==> src/rtl/core/pdc_pkg.sv <==
`default_nettype none

package pdc_pkg;

    localparam int COUNT_WIDTH_DEF   = 16;
    localparam int ADDRESS_WIDTH_DEF = 32;

    localparam int DATA_WIDTH  = 32;
    localparam int INDEX_WIDTH = 4;
    localparam int WCODE_WIDTH = 2;

    // Two entries keep the front and back running at one word per cycle while the output is not stalled.
    localparam int QUEUE_DEPTH = 2;

    typedef enum logic [1:0] {
        CMD_WRITE  = 2'd0,
        CMD_READ   = 2'd1,
        CMD_RX_REQ = 2'd2,
        CMD_TX_REQ = 2'd3
    } command_t;

    typedef enum logic [INDEX_WIDTH-1:0] {
        REG_RX_PTR      = 4'd0,
        REG_RX_CNT      = 4'd1,
        REG_TX_PTR      = 4'd2,
        REG_TX_CNT      = 4'd3,
        REG_RX_NEXT_PTR = 4'd4,
        REG_RX_NEXT_CNT = 4'd5,
        REG_TX_NEXT_PTR = 4'd6,
        REG_TX_NEXT_CNT = 4'd7,
        REG_CONTROL     = 4'd8,
        REG_STATUS      = 4'd9
    } reg_index_t;

    typedef enum logic [WCODE_WIDTH-1:0] {
        WCODE_BYTE = 2'd0,
        WCODE_HALF = 2'd1,
        WCODE_WORD = 2'd2
    } wcode_t;

    localparam int CTRL_RX_ENABLE_BIT  = 0;
    localparam int CTRL_RX_DISABLE_BIT = 1;
    localparam int CTRL_TX_ENABLE_BIT  = 8;
    localparam int CTRL_TX_DISABLE_BIT = 9;
    localparam int STAT_RX_ON_BIT      = 0;
    localparam int STAT_TX_ON_BIT      = 8;

    typedef struct packed {
        logic [1:0]             command;
        logic [INDEX_WIDTH-1:0] reg_index;
        logic [DATA_WIDTH-1:0]  write_data;
    } in_t;

    typedef struct packed {
        logic [DATA_WIDTH-1:0] read_data;
        logic                  transfer_valid;
        logic [DATA_WIDTH-1:0] transfer_address;
        logic                  transfer_to_memory;
        logic                  end_rx;
        logic                  rx_buffers_full;
        logic                  end_tx;
        logic                  tx_buffers_empty;
    } out_t;

    // Classified word handed from the front to the back.
    typedef struct packed {
        command_t               kind;
        logic [INDEX_WIDTH-1:0] reg_index;
        logic [DATA_WIDTH-1:0]  data;
        logic                   rx_on_set;
        logic                   rx_on_clr;
        logic                   tx_on_set;
        logic                   tx_on_clr;
    } op_t;

endpackage

`default_nettype wire

==> src/rtl/core/pdc_front.sv <==
`default_nettype none

module pdc_front (
    input  wire pdc_pkg::in_t  in_word,
    output pdc_pkg::op_t       op
);

    logic is_ctrl_write;

    // Decode the control write into set and clear requests up front.
    assign is_ctrl_write = (pdc_pkg::command_t'(in_word.command) == pdc_pkg::CMD_WRITE)
                        && (in_word.reg_index == pdc_pkg::REG_CONTROL);

    always_comb begin
        op.kind      = pdc_pkg::command_t'(in_word.command);
        op.reg_index = in_word.reg_index;
        op.data      = in_word.write_data;
        op.rx_on_set = is_ctrl_write && in_word.write_data[pdc_pkg::CTRL_RX_ENABLE_BIT];
        op.rx_on_clr = is_ctrl_write && in_word.write_data[pdc_pkg::CTRL_RX_DISABLE_BIT];
        op.tx_on_set = is_ctrl_write && in_word.write_data[pdc_pkg::CTRL_TX_ENABLE_BIT];
        op.tx_on_clr = is_ctrl_write && in_word.write_data[pdc_pkg::CTRL_TX_DISABLE_BIT];
    end

endmodule

`default_nettype wire

==> src/rtl/core/pdc_queue.sv <==
`default_nettype none

module pdc_queue (
    input  wire                aclk,
    input  wire                aresetn,
    input  wire                push,
    input  wire pdc_pkg::op_t  push_op,
    output logic               full,
    input  wire                pop,
    output logic               not_empty,
    output pdc_pkg::op_t       head_op
);

    localparam int PTR_WIDTH = $clog2(pdc_pkg::QUEUE_DEPTH);
    localparam int CNT_WIDTH = $clog2(pdc_pkg::QUEUE_DEPTH + 1);

    pdc_pkg::op_t           mem_reg [pdc_pkg::QUEUE_DEPTH];
    logic [PTR_WIDTH-1:0]   wr_ptr_reg, wr_ptr_next;
    logic [PTR_WIDTH-1:0]   rd_ptr_reg, rd_ptr_next;
    logic [CNT_WIDTH-1:0]   count_reg, count_next;

    assign full      = (count_reg == CNT_WIDTH'(pdc_pkg::QUEUE_DEPTH));
    assign not_empty = (count_reg != '0);
    assign head_op   = mem_reg[rd_ptr_reg];

    always_comb begin
        wr_ptr_next = wr_ptr_reg;
        rd_ptr_next = rd_ptr_reg;
        count_next  = count_reg;
        if (push) begin
            wr_ptr_next = (wr_ptr_reg == PTR_WIDTH'(pdc_pkg::QUEUE_DEPTH - 1)) ? '0
                                                                 : wr_ptr_reg + PTR_WIDTH'(1);
        end
        if (pop) begin
            rd_ptr_next = (rd_ptr_reg == PTR_WIDTH'(pdc_pkg::QUEUE_DEPTH - 1)) ? '0
                                                                 : rd_ptr_reg + PTR_WIDTH'(1);
        end
        if (push && !pop) begin
            count_next = count_reg + CNT_WIDTH'(1);
        end else if (pop && !push) begin
            count_next = count_reg - CNT_WIDTH'(1);
        end
    end

    always_ff @(posedge aclk) begin
        if (!aresetn) begin
            wr_ptr_reg <= '0;
            rd_ptr_reg <= '0;
            count_reg  <= '0;
        end else begin
            wr_ptr_reg <= wr_ptr_next;
            rd_ptr_reg <= rd_ptr_next;
            count_reg  <= count_next;
        end
    end

    always_ff @(posedge aclk) begin
        if (push) begin
            mem_reg[wr_ptr_reg] <= push_op;
        end
    end

endmodule

`default_nettype wire

==> src/rtl/core/pdc_back.sv <==
`default_nettype none

module pdc_back #(
    parameter int COUNT_WIDTH   = pdc_pkg::COUNT_WIDTH_DEF,
    parameter int ADDRESS_WIDTH = pdc_pkg::ADDRESS_WIDTH_DEF
) (
    input  wire                                  aclk,
    input  wire                                  aresetn,
    input  wire                                  cfg_write_enable,
    input  wire [pdc_pkg::WCODE_WIDTH-1:0]       cfg_write_data,
    input  wire                                  op_valid,
    input  wire pdc_pkg::op_t                    op,
    output logic                                 op_pop,
    output logic                                 m_valid,
    input  wire                                  m_ready,
    output pdc_pkg::out_t                        m_data
);

    logic [pdc_pkg::WCODE_WIDTH-1:0] wcode_reg;

    logic [ADDRESS_WIDTH-1:0] rx_ptr_reg, rx_ptr_next, rx_nptr_reg, rx_nptr_next;
    logic [ADDRESS_WIDTH-1:0] tx_ptr_reg, tx_ptr_next, tx_nptr_reg, tx_nptr_next;
    logic [COUNT_WIDTH-1:0]   rx_cnt_reg, rx_cnt_next, rx_ncnt_reg, rx_ncnt_next;
    logic [COUNT_WIDTH-1:0]   tx_cnt_reg, tx_cnt_next, tx_ncnt_reg, tx_ncnt_next;
    logic                     rx_on_reg, rx_on_next, tx_on_reg, tx_on_next;

    logic [ADDRESS_WIDTH-1:0] rx_ptr_a, tx_ptr_a;
    logic [COUNT_WIDTH-1:0]   rx_cnt_a, tx_cnt_a;
    logic [ADDRESS_WIDTH-1:0] step;

    logic                     m_valid_reg, m_valid_next;
    pdc_pkg::out_t            out_reg, out_next;

    assign op_pop  = op_valid && (!m_valid_reg || m_ready);
    assign m_valid = m_valid_reg;
    assign m_data  = out_reg;

    always_comb begin
        case (pdc_pkg::wcode_t'(wcode_reg))
            pdc_pkg::WCODE_BYTE: step = ADDRESS_WIDTH'(1);
            pdc_pkg::WCODE_HALF: step = ADDRESS_WIDTH'(2);
            default:             step = ADDRESS_WIDTH'(4);
        endcase
    end

    always_comb begin
        rx_ptr_a     = rx_ptr_reg;
        rx_cnt_a     = rx_cnt_reg;
        rx_nptr_next = rx_nptr_reg;
        rx_ncnt_next = rx_ncnt_reg;
        tx_ptr_a     = tx_ptr_reg;
        tx_cnt_a     = tx_cnt_reg;
        tx_nptr_next = tx_nptr_reg;
        tx_ncnt_next = tx_ncnt_reg;
        rx_on_next   = rx_on_reg;
        tx_on_next   = tx_on_reg;
        out_next     = '0;

        case (op.kind)
            pdc_pkg::CMD_WRITE: begin
                case (op.reg_index)
                    pdc_pkg::REG_RX_PTR:      rx_ptr_a     = op.data[ADDRESS_WIDTH-1:0];
                    pdc_pkg::REG_RX_CNT:      rx_cnt_a     = op.data[COUNT_WIDTH-1:0];
                    pdc_pkg::REG_TX_PTR:      tx_ptr_a     = op.data[ADDRESS_WIDTH-1:0];
                    pdc_pkg::REG_TX_CNT:      tx_cnt_a     = op.data[COUNT_WIDTH-1:0];
                    pdc_pkg::REG_RX_NEXT_PTR: rx_nptr_next = op.data[ADDRESS_WIDTH-1:0];
                    pdc_pkg::REG_RX_NEXT_CNT: rx_ncnt_next = op.data[COUNT_WIDTH-1:0];
                    pdc_pkg::REG_TX_NEXT_PTR: tx_nptr_next = op.data[ADDRESS_WIDTH-1:0];
                    pdc_pkg::REG_TX_NEXT_CNT: tx_ncnt_next = op.data[COUNT_WIDTH-1:0];
                    default: ;
                endcase
                // Disable wins over enable.
                if (op.rx_on_set) rx_on_next = 1'b1;
                if (op.rx_on_clr) rx_on_next = 1'b0;
                if (op.tx_on_set) tx_on_next = 1'b1;
                if (op.tx_on_clr) tx_on_next = 1'b0;
            end
            pdc_pkg::CMD_READ: begin
                case (op.reg_index)
                    pdc_pkg::REG_RX_PTR:      out_next.read_data = pdc_pkg::DATA_WIDTH'(rx_ptr_reg);
                    pdc_pkg::REG_RX_CNT:      out_next.read_data = pdc_pkg::DATA_WIDTH'(rx_cnt_reg);
                    pdc_pkg::REG_TX_PTR:      out_next.read_data = pdc_pkg::DATA_WIDTH'(tx_ptr_reg);
                    pdc_pkg::REG_TX_CNT:      out_next.read_data = pdc_pkg::DATA_WIDTH'(tx_cnt_reg);
                    pdc_pkg::REG_RX_NEXT_PTR: out_next.read_data = pdc_pkg::DATA_WIDTH'(rx_nptr_reg);
                    pdc_pkg::REG_RX_NEXT_CNT: out_next.read_data = pdc_pkg::DATA_WIDTH'(rx_ncnt_reg);
                    pdc_pkg::REG_TX_NEXT_PTR: out_next.read_data = pdc_pkg::DATA_WIDTH'(tx_nptr_reg);
                    pdc_pkg::REG_TX_NEXT_CNT: out_next.read_data = pdc_pkg::DATA_WIDTH'(tx_ncnt_reg);
                    pdc_pkg::REG_STATUS: begin
                        out_next.read_data[pdc_pkg::STAT_RX_ON_BIT] = rx_on_reg;
                        out_next.read_data[pdc_pkg::STAT_TX_ON_BIT] = tx_on_reg;
                    end
                    default: ;
                endcase
            end
            pdc_pkg::CMD_RX_REQ: begin
                if (rx_on_reg && (rx_cnt_reg != '0)) begin
                    out_next.transfer_valid     = 1'b1;
                    out_next.transfer_to_memory = 1'b1;
                    out_next.transfer_address   = pdc_pkg::DATA_WIDTH'(rx_ptr_reg);
                    rx_ptr_a = rx_ptr_reg + step;
                    rx_cnt_a = rx_cnt_reg - COUNT_WIDTH'(1);
                end
            end
            default: begin
                if (tx_on_reg && (tx_cnt_reg != '0)) begin
                    out_next.transfer_valid   = 1'b1;
                    out_next.transfer_address = pdc_pkg::DATA_WIDTH'(tx_ptr_reg);
                    tx_ptr_a = tx_ptr_reg + step;
                    tx_cnt_a = tx_cnt_reg - COUNT_WIDTH'(1);
                end
            end
        endcase

        // Reload the next pair into an empty current pair, then clear next count.
        rx_ptr_next = rx_ptr_a;
        rx_cnt_next = rx_cnt_a;
        if ((rx_cnt_a == '0) && (rx_ncnt_next != '0)) begin
            rx_ptr_next  = rx_nptr_next;
            rx_cnt_next  = rx_ncnt_next;
            rx_ncnt_next = '0;
        end
        tx_ptr_next = tx_ptr_a;
        tx_cnt_next = tx_cnt_a;
        if ((tx_cnt_a == '0) && (tx_ncnt_next != '0)) begin
            tx_ptr_next  = tx_nptr_next;
            tx_cnt_next  = tx_ncnt_next;
            tx_ncnt_next = '0;
        end

        out_next.end_rx           = (rx_cnt_next == '0);
        out_next.rx_buffers_full  = (rx_cnt_next == '0) && (rx_ncnt_next == '0);
        out_next.end_tx           = (tx_cnt_next == '0);
        out_next.tx_buffers_empty = (tx_cnt_next == '0) && (tx_ncnt_next == '0);
    end

    assign m_valid_next = op_pop || (m_valid_reg && !m_ready);

    always_ff @(posedge aclk) begin
        if (!aresetn) begin
            wcode_reg   <= pdc_pkg::WCODE_BYTE;
            rx_ptr_reg  <= '0;
            rx_cnt_reg  <= '0;
            rx_nptr_reg <= '0;
            rx_ncnt_reg <= '0;
            tx_ptr_reg  <= '0;
            tx_cnt_reg  <= '0;
            tx_nptr_reg <= '0;
            tx_ncnt_reg <= '0;
            rx_on_reg   <= 1'b0;
            tx_on_reg   <= 1'b0;
            m_valid_reg <= 1'b0;
        end else begin
            if (cfg_write_enable) begin
                wcode_reg <= cfg_write_data;
            end
            if (op_pop) begin
                rx_ptr_reg  <= rx_ptr_next;
                rx_cnt_reg  <= rx_cnt_next;
                rx_nptr_reg <= rx_nptr_next;
                rx_ncnt_reg <= rx_ncnt_next;
                tx_ptr_reg  <= tx_ptr_next;
                tx_cnt_reg  <= tx_cnt_next;
                tx_nptr_reg <= tx_nptr_next;
                tx_ncnt_reg <= tx_ncnt_next;
                rx_on_reg   <= rx_on_next;
                tx_on_reg   <= tx_on_next;
            end
            m_valid_reg <= m_valid_next;
        end
    end

    always_ff @(posedge aclk) begin
        if (op_pop) begin
            out_reg <= out_next;
        end
    end

endmodule

`default_nettype wire

==> src/rtl/core/peripheral_dma_channel_pair.sv <==
`default_nettype none

// Receive/transmit DMA channel pair. Each s_ word is a register write, a
// register read, or a receive or transmit request from the peripheral; each
// one yields exactly one m_ word, in order, carrying read data, the issued
// memory address (if any) and the end-of-buffer flags after the step. The
// front decodes words and pushes them into a two-entry queue; the back pops
// one word per cycle while its output register is empty or being taken,
// updates the pointer/count registers (advance, decrement, reload of the next
// pair) and holds the result in an output register. Sustained rate is one
// word per clock with m_ready high; an accepted word is first written into
// the queue, then loaded into the output register, where m_valid rises. With
// m_ready low, three words pile up (two queued, one in the output register)
// before s_ready drops. The unit size (cfg_write_data:
// 0 byte, 1 half-word, else word) should be written only while no word is
// in flight.
module peripheral_dma_channel_pair #(
    parameter int COUNT_WIDTH   = pdc_pkg::COUNT_WIDTH_DEF,
    parameter int ADDRESS_WIDTH = pdc_pkg::ADDRESS_WIDTH_DEF
) (
    input  wire                              aclk,
    input  wire                              aresetn,
    input  wire                              cfg_write_enable,
    input  wire [pdc_pkg::WCODE_WIDTH-1:0]   cfg_write_data,
    input  wire                              s_valid,
    output logic                             s_ready,
    input  wire pdc_pkg::in_t                s_data,
    output logic                             m_valid,
    input  wire                              m_ready,
    output pdc_pkg::out_t                    m_data
);

    pdc_pkg::op_t front_op;
    pdc_pkg::op_t head_op;
    logic         q_full;
    logic         q_not_empty;
    logic         q_pop;

    // Hold s_ready low only while the queue is full.
    assign s_ready = !q_full;

    pdc_front u_front (
        .in_word (s_data),
        .op      (front_op)
    );

    pdc_queue u_queue (
        .aclk      (aclk),
        .aresetn   (aresetn),
        .push      (s_valid && s_ready),
        .push_op   (front_op),
        .full      (q_full),
        .pop       (q_pop),
        .not_empty (q_not_empty),
        .head_op   (head_op)
    );

    pdc_back #(
        .COUNT_WIDTH   (COUNT_WIDTH),
        .ADDRESS_WIDTH (ADDRESS_WIDTH)
    ) u_back (
        .aclk             (aclk),
        .aresetn          (aresetn),
        .cfg_write_enable (cfg_write_enable),
        .cfg_write_data   (cfg_write_data),
        .op_valid         (q_not_empty),
        .op               (head_op),
        .op_pop           (q_pop),
        .m_valid          (m_valid),
        .m_ready          (m_ready),
        .m_data           (m_data)
    );

endmodule

`default_nettype wire

==> config.mk <==
export PLATFORM = sky130hd
export DESIGN_NAME = peripheral_dma_channel_pair
export DESIGN_NICKNAME = d
export VERILOG_FILES = /design/src/rtl/core/pdc_pkg.sv /design/src/rtl/core/pdc_front.sv /design/src/rtl/core/pdc_queue.sv /design/src/rtl/core/pdc_back.sv /design/src/rtl/core/peripheral_dma_channel_pair.sv
export SDC_FILE = /design/constraint.sdc
export NUM_CORES = 1
export LEC_CHECK = 0
export BUFFER_PORTS_ARGS = -buffer_cell sky130_fd_sc_hd__buf_2
export CAP_MARGIN = 20
export CORE_ASPECT_RATIO = 0.6
export CORE_MARGIN = 1.5
export CORE_UTILIZATION = 55
export DETAILED_ROUTE_END_ITERATION = 16
export PLACE_DENSITY = 0.71
export SLEW_MARGIN = 5
export SYNTH_ARGS = -nofsm -noshare
export SYNTH_HDL_FRONTEND = slang
export SYNTH_SLANG_ARGS = --single-unit
==> constraint.sdc <==
create_clock -name aclk -period 10.6 [get_ports aclk]
set_input_delay 0.53 -clock aclk [delete_from_list [all_inputs] [get_ports aclk]]
set_output_delay 0.53 -clock aclk [all_outputs]
set_load 0.01 [all_outputs]
==> summary.txt, run 1 <==
Global routing
  • Tot GR Track Use: 41.43%
  • Grt ovf: 0
  • Largest net degree at the start of global routing: 96
  • Initial antenna violation count: 5
  • First-pass GRT wire length: 109.2 mm
  • Vias in the first global route: 16,208

Final layout
  • Post-route insts no fill: 2,556
  • Share of layout cells above drive strength 1: 13.65%
  • Fillers: 2,920
  • Synth-to-Final Area Change: 11.66%
  • Largest register FFs: 84
  • Nets: 2,128
  • Final std cell area, no fill: 21,030 um2
  • Sequential cell area: 8670 um2
  • Multi-input logic area: 9458 um2

Synth
  • Simple-gate portion of the synthesized area: 15.86%
  • FF+latch count, synth: 356
  • Synth top area share: 24.55%
  • Top cells by area, synth: edfxtp_1 25%, dfxtp_1 21%, a22oi_1 4.4%, nand2_1 3.7%, a21oi_1 3.6%
  • Ys Warns: 0
  • Post-synthesis cell count: 2,027
  • Main flop type after synthesis: dfxtp_1
  • Mean Syn Cell Area: 9.292 um2
  • Post-synthesis mux area share: 3.096%
  • Ys async rst share: 0%
  • Largest family of logic cells by synthesized area: compound AO/OA/AOI/OAI gates
  • Register area share after synthesis: 46.02%
  • Synth Area in Compound Gates: 26.96%
  • Most common cell in the netlist: dfxtp_1
  • Commonest cells post-synth: 202 x dfxtp_1, 184 x nand2_1, 163 x nor2_1
  • Post-synthesis cell type count: 82
  • Syn Std Cell Area: 18,840 um2
  • Post-synth EDFFs: 154
  • Post-synthesis xor/xnor area fraction: 2.743%
  • Area share of fa/ha/maj cells after synthesis: 1.076%
  • Mapped Nets: 2,087
  • Yosys top cell by area: edfxtp_1

Clocking
  • # hold bufs at CTS: 0
  • Setup bufs post-CTS: 0
  • Total CTS buffers: 35
  • Max Root-Sink Buffers: 3
  • Post_cts resized: 0
  • TritonCTS clock tree: yes
  • Root buffer cell: clkbuf_16
  • Worst-Skew Late Latency: 0.55 ns
  • # clock sinks: 356
  • H-tree Lvls: 2
  • Worst-path clk slew: 0.07 ns

Timing
  • Unrepaired setup endpoints after global routing: false
  • Slew margin rel.: 17.32%
  • Hold slack: 0.1703 ns
  • Total negative slack: 0 ns
  • Final setup vio count: 0
  • Max Freq: 152.0 MHz
  • Slew Limit Fails: 0
  • Clock Skew: 0.02781 ns
  • Tmin final: 6.578 ns
  • Actual slew at the worst max-slew pin: 1.231 ns
  • Crit share post-route: 62.05%
  • Hold Violations, Final: 0

Routing
  • DRT antenna net count: 0
  • Vias per cell: 7.242
  • # DRC: 0
  • Routed via count: 18,510
  • Drt initial violations: 3,552
  • Final WL: 75.58 mm
  • DRT Pass-1 Iters: 7
  • WL per Instance: 29.57 um

Pwr
  • Overall Power: 5.519 mW
  • Pwr/cell area: 262.4 nW/um2
  • Gate power share: 38.4%
  • Sequential fraction of design power: 38.3%
  • P_int: 3.100 mW
  • Clk network pwr share: 23.3%
  • Switch Pwr: 2.420 mW
  • Pleak: 7.450 nW
  • Maximum VDD drop: 0.0001715 V
  • Sw Share: 43.84%

Floorplan
  • Die Ht: 146.3 um
  • Chip Width: 241.9 um
  • Starting Density: 55.89%
  • Die footprint: 35,400 um2
  • Row cnt: 52
  • IO Pins: 117
  • Core area: 33,700 um2

Placed design
  • Placed cell count: 2,487
  • Placed Area: 19,830 um2
  • Placer Congestion: 1.014
  • PortBufs: 116
  • Detailed Place HPWL: 52.36 mm

Run status
  • Status: finished clean

Setup path
  • Startpoint types: flop
  • CP Capture Type: flop
  • Critical Path RT: 11.05 ns
  • Critical path type: flop to flop
  • Worst EP arrival: 7.02 ns
  • CP max FO: 83

Min path
  • Hold Crit Class: primary input to flop

Run
  • Maximum Capacitance Violations: 0
[layout make-up]
class	instances	share of cell area, %
Antenna cell	2	0.02380
Clock buffer	43	4.652
Clock inverter	21	0.8686
Inverter	32	0.5830
Multi-Input combinational cell	1467	44.97
Sequential cell	356	41.22
Tap cell	459	2.731
Timing Repair Buffer	176	4.950
[power by group through the flow]
stage / Combinational, mW / Sequential [mW] / Clock [mW]
finish: 2.12 / 2.11 / 1.29
CTS: 2.01 / 2.08 / 1.29
global route: 2.22 / 2.13 / 1.34
global placement: 2.00 / 2.11 / 0
detailed placement: 2.01 / 2.11 / 0
floorplan: 1.29 / 1.99 / 0
[metrics by stage]
stage,setup slack [ns],util [%]
after floorplan,5.513,-
after global placement,4.242,58.85
after detailed placement,4.135,58.85
after CTS,4.170,62.29
after global routing,3.796,62.39
final,4.022,62.40
[worst paths after layout]
check	from	end	slack, ns	depth (start not counted)
worst max-delay path	flop	u_back.rx_ptr_reg[4]	4.02	15
worst min-delay path	s_data[28]	u_queue.mem_reg[0][32]	0.17	1
worst max register to register	flop	u_back.rx_ptr_reg[4]	4.02	15
worst min register to register	u_back.rx_ncnt_reg[9]	u_back.rx_ncnt_reg[9]	0.49	2
[critical path, stage by stage, from the launching register on]
cell and delay [ns]:
dfxtp_2 0.50, buf_4 0.66, or3b_1 0.58, a22oi_2 0.18, buf_4 0.32, o21ai_1 0.09, buf_4 0.19, a2111oi_0 0.67
nand3_1 0.27, nor4_4 0.30, buf_4 0.25, or4b_2 0.60, buf_4 0.41, mux2i_4 0.93, nand2_1 0.13, a32o_1 0.30
[layout by cell type (no fill, tap or decap), types with 56 or more instances in the layout]
cell	synthesis	routed
a22o_1	56	56
edfxtp_1	154	154
a22oi_1	110	110
buf_2	4	116
nor2_1	163	157
dfxtp_1	202	201
nand3_1	59	59
o21ai_0	134	134
a21oi_1	134	132
buf_4	4	58
nand2_1	184	184
[logic make-up after synthesis]
| group | Yosys count |
|---|---|
| adder cells (fa/ha/maj) | 15 |
| AO/OA/AOI/OAI | 724 |
| AND/OR/NAND/NOR | 614 |
| flip-flops | 356 |
| buffers and inverters | 204 |
| XOR/XNOR | 59 |
| multiplexers | 55 |
[routing by layer]
layer | share of wire, % | track usage [%] | vias to the layer above
met1 | 41 | 62.37 | 8864
met5 | 0.14 | 0 | -
met2 | 36 | 50.75 | 1635
met3 | 20 | 21.69 | 166
li1 | - | - | 7843
met4 | 2.3 | 9.406 | 2
(Power assumes the default switching activity.)
==> run 2, diff against run 1 <==
ABC_AREA = 1   (was unset)
PLACE_DENSITY = 0.74   (was 0.71)
clock period = 5.7 ns   (was 10.6 ns; I/O delays follow)
==> summary.txt, run 2 <==
Timing
  • Max Freq: 203.3 MHz
  • Slew margin rel.: 22.06%
  • Total negative slack: 0 ns
  • Final setup vio count: 0
  • Crit share post-route: 86.28%
  • Slew Limit Fails: 0
  • Actual slew at the worst max-slew pin: 1.157 ns
  • Unrepaired setup endpoints after global routing: false
  • Tmin final: 4.918 ns
  • Hold Violations, Final: 0
  • Clock Skew: 0.02106 ns

Routing
  • Vias per cell: 6.118
  • Final WL: 81.29 mm
  • DRT antenna net count: 0
  • Routed via count: 22,011
  • # DRC: 0
  • Drt initial violations: 3,606
  • DRT Pass-1 Iters: 8
  • WL per Instance: 22.59 um

Clocking
  • Worst-Skew Late Latency: 0.56 ns
  • Total CTS buffers: 36
  • TritonCTS clock tree: yes
  • Max Root-Sink Buffers: 3
  • # clock sinks: 356
  • Worst-path clk slew: 0.07 ns
  • H-tree Lvls: 2
  • Root buffer cell: clkbuf_16
  • Setup bufs post-CTS: 0
  • Post_cts resized: 0

Setup path
  • Worst EP arrival: 5.33 ns
  • Worst reg2reg endpoint: u_back.tx_ptr_reg[3]
  • Slowest CP cell: buf_4
  • CP Capture Type: flop
  • Critical path type: flop to flop
  • CP Buf/Inv Count: 7
  • Worst reg-to-reg path cell count: 23
  • Worst setup path end: u_back.tx_ptr_reg[3]
  • Worst path max stage delay: 0.63 ns
  • CP max FO: 63
  • Delay-heaviest family, CP: buffers and inverters
  • Critical-path cell list: inv_2 -> or2_1 -> o21a_1 -> clkinv_1 -> buf_4 -> ha_2 -> buf_4 -> nand2_1 -> nand2_1 -> o21ai_1 -> nand2_1 -> nand2_1 -> inv_1 -> nor2_1 -> nand2_1 -> nor2_4 -> nand3_4 -> buf_4 -> inv_2 -> nand2_1 -> nand2_1 -> o21ai_0 -> a21oi_1
  • Critical Path RT: 6.11 ns
  • Worst R2R Setup Slack: 0.78 ns
  • Levels on crit path: 23
  • Crit path top cell by count: nand2_1
  • Startpoint types: flop

Pwr
  • Clk network pwr share: 16.8%
  • Sequential fraction of design power: 29.8%
  • Pleak: 10.17 nW
  • Maximum VDD drop: 0.0003909 V
  • Pwr/cell area: 639.4 nW/um2
  • Switch Pwr: 7.701 mW
  • Gate power share: 53.4%
  • Sw Share: 51.31%
  • P_int: 7.308 mW

Run
  • Maximum Capacitance Violations: 0

Floorplan
  • Row cnt: 55
  • Die Ht: 154.7 um
  • Chip Width: 255.9 um
  • Die footprint: 39,600 um2
  • IO Pins: 117
  • Core area: 37,780 um2
  • Starting Density: 55.86%

Synth
  • FF+latch count, synth: 356
  • Main flop type after synthesis: dfxtp_1
  • Post-synthesis cell count: 2,995
  • Post-synth EDFFs: 154
  • Register area share after synthesis: 41.07%
  • Ys async rst share: 0%
  • Synth top area share: 21.91%
  • Most common cell in the netlist: nand2_1
  • Commonest cells post-synth: 735 x nand2_1, 430 x inv_1, 266 x o21ai_0
  • Syn Std Cell Area: 21,110 um2
  • Mapped Nets: 3,055
  • Ys Warns: 0
  • Post-synthesis cell type count: 49
  • Top cells by area, synth: edfxtp_1 22%, dfxtp_1 19%, nand2_1 13%, inv_1 7.6%, o21ai_0 6.3%
  • Yosys top cell by area: edfxtp_1
  • Mean Syn Cell Area: 7.047 um2

Global routing
  • Global route hottest layer: met2
  • M1 GR Usage: 55.31%
  • Tot GR Track Use: 40.12%
  • Initial antenna violation count: 4
  • Met2 Use GR: 59.65%
  • Met3 GRT Util: 11.03%
  • Largest net degree at the start of global routing: 105
  • First-pass GRT wire length: 121.8 mm
  • Grt ovf: 0
  • Vias in the first global route: 20,056

Placed design
  • Placer Congestion: 1.116
  • Detailed Place HPWL: 57.74 mm
  • Placed cell count: 3,492
  • PortBufs: 116

Final layout
  • Largest register FFs: 84
  • ANT cells: 0
  • Share of layout cells above drive strength 1: 9.335%
  • Most frequent cells in the layout: 735 x nand2_1, 430 x inv_1, 265 x o21ai_0, 210 x nor2_1, 208 x a21oi_1
  • Commonest non-fill, non-tap cell in the layout: nand2_1
  • Nets: 3,117
  • Synth-to-Final Area Change: 11.22%
  • Post-route insts no fill: 3,598

Run status
  • Status: finished clean

Min path
  • Hold Crit Class: primary input to flop
  • Hold-critical path depth: 3
  • Worst hold start: cfg_write_data[0]
run 2: cells by family after synthesis:
logic type	Yosys count	synth area share, %
compound gates	766	20.52
xor+xnor	35	1.452
fa+ha+maj	15	0.9604
buf+inv	611	11.59
flops	356	41.07
mux	4	0.1956
simple gates	1208	24.21
run 2: metal layers:
metal | wire, um | share of wire (%)
met1 | 32870 | 40
met2 | 34010 | 42
met3 | 10920 | 13
met4 | 3489 | 4.3
met5 | 0 | 0
run 2: worst min-delay path, delay by kind of cell:
family / cells / cell delay (ns)
AO/OA/AOI/OAI: 2 / 0.19
buffers and inverters: 1 / 0.08
run 2: what timing repair did:
| item | in CTS | in global routing |
|---|---|---|
| endpoints found under the hold margin | 77 | 0 |
| hold buffers | 40 | 0 |
| endpoints found under the setup margin | 0 | 0 |
run 2: worst min-delay path by stage:
stage / end / slack [ns]
2_1_floorplan: u_queue.mem_reg[0][10] / 0.38
3_3_place_gp: u_queue.rd_ptr_reg / 0.44
3_5_place_dp: u_queue.rd_ptr_reg / 0.45
4_1_cts: u_back.wcode_reg[0] / 0.03
5_1_grt: u_back.wcode_reg[0] / 0.04
6_report: u_back.wcode_reg[0] / 0.05
run 2: area by class of cell:
cell class              instances  area, um2
clock buffers                  49       1022
clock inverters                17      197.7
fillers                      3467      14310
inverters                     446       1677
multi-input cells            2028      10040
flip-flops and latches        356       8668
well taps                     513      641.9
repair buffers                189       1229
run 2: power by group through the flow:
stage               logic (mW)  registers [mW]  clock network (mW)
global placement          7.56            4.44                   0
detailed placement        7.65            4.47                   0
global route              8.69            4.54                2.62
CTS                       7.71            4.42                2.53
finish                    8.01            4.47                2.52
floorplan                 5.29            4.32                   0
run 2: stage by stage:
stage	utilization [%]	hold slack [ns]	power, mW	area, um2	setup WS (ns)
5_1_grt	62.13	0.04392	15.85	23470	0.5812
6_report	62.13	0.04549	15.01	23470	0.7818
3_5_place_dp	57.84	0.4465	12.11	21850	1.054
2_1_floorplan	-	0.3839	9.611	21110	1.996
3_3_place_gp	57.84	0.4357	12.00	21850	1.089
4_1_cts	62.13	0.02958	14.65	23470	1.014
